`src/hdl/swbc_pkg.sv`:
```
// ----------------------------------------------------------------------------
// swbc_pkg: shared types and constants of the write-back cache tag store.
// Address split, way and set geometry, access codes and the set row layout.
// ----------------------------------------------------------------------------
package swbc_pkg;

    localparam int ADDR_W      = 32;
    localparam int OFFSET_W    = 6;
    localparam int SET_W       = 9;
    localparam int TAG_W       = ADDR_W - OFFSET_W - SET_W;
    localparam int SET_COUNT   = 1 << SET_W;
    localparam int WAY_COUNT   = 8;
    localparam int WAY_W       = 3;
    localparam int LINE_ADDR_W = 26;
    localparam int COUNT_W     = 32;
    localparam int FUNC_W      = 2;

    localparam logic [FUNC_W-1:0] FUNC_READ  = 2'd0;
    localparam logic [FUNC_W-1:0] FUNC_WRITE = 2'd1;
    localparam logic [FUNC_W-1:0] FUNC_FETCH = 2'd2;

    typedef struct packed {
        logic             valid;
        logic             dirty;
        logic [TAG_W-1:0] tag;
    } way_entry_t;

    typedef way_entry_t [WAY_COUNT-1:0] set_row_t;

    typedef struct packed {
        logic             hit;
        logic [WAY_W-1:0] hit_way;
        logic             found_free;
        logic [WAY_W-1:0] victim_way;
    } lookup_t;

endpackage

```
`src/hdl/swbc_way_sel.sv`:
```
// ----------------------------------------------------------------------------
// swbc_way_sel: way search of one cache set.
// Compares the tag against every valid way, finds the lowest hit way and the
// lowest invalid way, and picks the replacement way for a miss.
// ----------------------------------------------------------------------------
module swbc_way_sel (
    input  swbc_pkg::set_row_t                row,
    input  logic [swbc_pkg::TAG_W-1:0]        tag,
    output swbc_pkg::lookup_t                 result
);

    logic [swbc_pkg::WAY_W-1:0] free_way;

    always_comb
    begin
        result   = '0;
        free_way = '0;
        for (int w = swbc_pkg::WAY_COUNT - 1; w >= 0; w--)
        begin
            if (row[w].valid && (row[w].tag == tag))
            begin
                result.hit     = 1'b1;
                result.hit_way = swbc_pkg::WAY_W'(w);
            end
            if (!row[w].valid)
            begin
                result.found_free = 1'b1;
                free_way          = swbc_pkg::WAY_W'(w);
            end
        end
        // With every way valid, the miss always replaces way 0.
        result.victim_way = result.found_free ? free_way : '0;
    end

endmodule

```
`config.mk`:
```
export PLATFORM = sky130hd
export DESIGN_NAME = swbc_way_sel
export DESIGN_NICKNAME = d
export VERILOG_FILES = /design/src/hdl/swbc_pkg.sv /design/src/hdl/swbc_way_sel.sv
export SDC_FILE = /design/constraint.sdc
export NUM_CORES = 1
export LEC_CHECK = 0
export BUFFER_PORTS_ARGS = -buffer_cell sky130_fd_sc_hd__buf_2
export CORE_MARGIN = 3
export CORE_UTILIZATION = 38
export DETAILED_ROUTE_END_ITERATION = 7
export MAX_ROUTING_LAYER = met4
export PLACE_DENSITY = 0.91
export SLEW_MARGIN = 20
export SYNTH_ARGS = -nofsm -noshare
export SYNTH_HDL_FRONTEND = slang
export SYNTH_SLANG_ARGS = --single-unit
```
`constraint.sdc`:
```
create_clock -name vclk -period 1.6
set_input_delay 0 -clock vclk [all_inputs]
set_output_delay 0 -clock vclk [all_outputs]
set_load 0.02 [all_outputs]
```
==> flow_summary.ini <==
[status]
status = complete, no violations

[final_layout]
regArea_um2 = 0
seq_cells = 0
fin_nets = 574
antenna_cells = 0
nClkBuffers = 0
layout.cells.non_filler = 455
syn_to_final_growth_pct = 58.7
drive_gt1_share_pct = 52.1
final_util_pct = 63.9
finalInstanceArea_mm2 = 0.00286

[floorplan]
coreArea_mm2 = 0.00447
num_rows = 24
die_y_um = 74.9
start_util_pct = 40.3
ios = 177
die_w_um = 74.9
fp.dieArea_mm2 = 0.00560

[global_routing]
track_usage_pct = 25.6
grt.overflow.total = 0
grt_max_degree = 9
grt_pass1_vias = 2374
grt_pass1_wl_um = 10600
antenna_found_initial = 0

[worst_setup_path]
worstPathCellList = buf_2 > xor2_2 > nor4_2 > nand3_1 > nor4_2 > a21boi_1 > o21ai_1 > nand2_1 > a21boi_2 > buf_6
critical_path.max_stage_delay_ns = 0.28
critPathKind = input port to primary output
startpoint_type = input port
critPathSlowestCell = nor4_2
cp.arrival_ns = 1.56
cp_max_fo = 2
cpMostUsedCell = nor4_2
end_kind = primary output
cp_data_required_time_ns = 1.60

[pwr]
power_leakage_nw = 1.28
peakVddDrop_uv = 185
power.total_mw = 0.752
power_density_mw_per_mm2 = 263

[place]
portBuffers = 169
place_congestion = 0.889
dp_hpwl_um = 6580
post-place-cells = 454
placed_area_mm2 = 0.00273

[worst_hold_path]
min_path_cells = 3
hp-class = input port to primary output

[timing]
hold_violations = 0
timing.final.crit_period_ns = 1.56
clock.fmax_ghz = 0.641
worst_pin_slew_ns = 0.389
tns_ns = 0
post-route-period-util_pct = 97.6
rsz0062_at_grt = true
finalSetupViolations = 0
finalMaxSlewViolations = 0
slew-limit-headroom_pct = 73.9

[synth]
yosys_warnings = 0
synth-seq-area-share_pct = 0
synth_area_per_cell_um2 = 7.77
synth_cell_type_count = 22
synthesis.area_mm2 = 0.00180
syn_inst = 232
syn-num-nets = 401

[routing]
dr_total_vias = 2324
viasPerCell = 5.11
drc = 0
wire_per_inst_um = 16.4
drt_iter0_markers = 80
wl_um = 7480
firstDrtPassIters = 4
detail-route-antenna-nets = 0

[clocking]
hold_buffers = 0

[run]
cap_violations = 0
[area by class of cell]
type	count	area (um^2)
Tap cell	52	65.1
Inverter	2	7.51
Multi-Input combinational cell	213	1740
Fill cell	383	1620
Timing Repair Buffer	188	1040
[cells by family after synthesis]
| group | count (synthesis) | share of synthesized area, % |
|---|---|---|
| compound gates | 8 | 3.33 |
| xor+xnor | 136 | 66.5 |
| buf+inv | 19 | 6.88 |
| simple gates | 69 | 23.3 |
[routing by layer]
layer,wire length (um),up-vias,track usage (%)
met5,0,-,-
met4,274,0,7.71
li1,-,1121,-
met3,478,24,1.20
met1,2810,1040,28.0
met2,3920,139,49.1
[path summary, 6_finish.rpt]
check	startpoint	endpoint	slack, ns
worst min-delay path	row[37]	result[0]	0.33
worst max-delay path	row[134]	result[4]	0.04
[report_power, final]
part	switching, mW	internal [mW]
logic	0.346	0.406
registers	0	0
clock network	0	0
[cells in the mapped netlist (all sizes together)]
cell type | number | share of area [%]
nand2 | 13 | 2.7
nor3 | 9 | 3.3
nor2 | 5 | 1.0
xnor2 | 104 | 51
inv | 2 | 0.42
a21boi | 3 | 1.5
buf | 17 | 6.5
nand4 | 31 | 11
o21ai | 2 | 0.56
a31oi | 2 | 0.69
nor4 | 9 | 4.2
a41o | 1 | 0.62
nand3 | 2 | 0.56
xor2 | 32 | 16
[worst max-delay path, delay by kind of cell]
kind                   cells  cell delay, ns
buffers and inverters      2            0.24
AND/OR/NAND/NOR            4            0.75
XOR/XNOR                   1            0.17
AO/OA/AOI/OAI              3            0.40
[stage by stage]
step	setup slack (ns)	hold slack (ns)
global route	-0.0863	0.371
finish	0.0392	0.330
detailed placement	-0.00886	0.331
floorplan	0.187	0.175
CTS	0.00646	0.331
global placement	0.0421	0.327
[repair_timing]
| action | 4_1_cts | 5_1_grt |
|---|---|---|
| cloned | 0 | 0 |
| resized for setup | 1 | 31 |
| pin swaps | 0 | 13 |
| buffers inserted | 0 | 1 |
| setup endpoints to repair | 1 | 4 |
[cells in the final DEF (no fill, tap or decap), drive strengths merged]
cell type / count
inv: 2
nand3: 2
nor3: 9
a31oi: 2
a21boi: 3
nor4: 9
xor2: 32
nand4: 31
nor2: 5
xnor2: 104
buf: 181
o21ai: 2
nand2: 13
a41o: 1
clkbuf: 7
No activity file was read; power rests on OpenSTA's default activity.
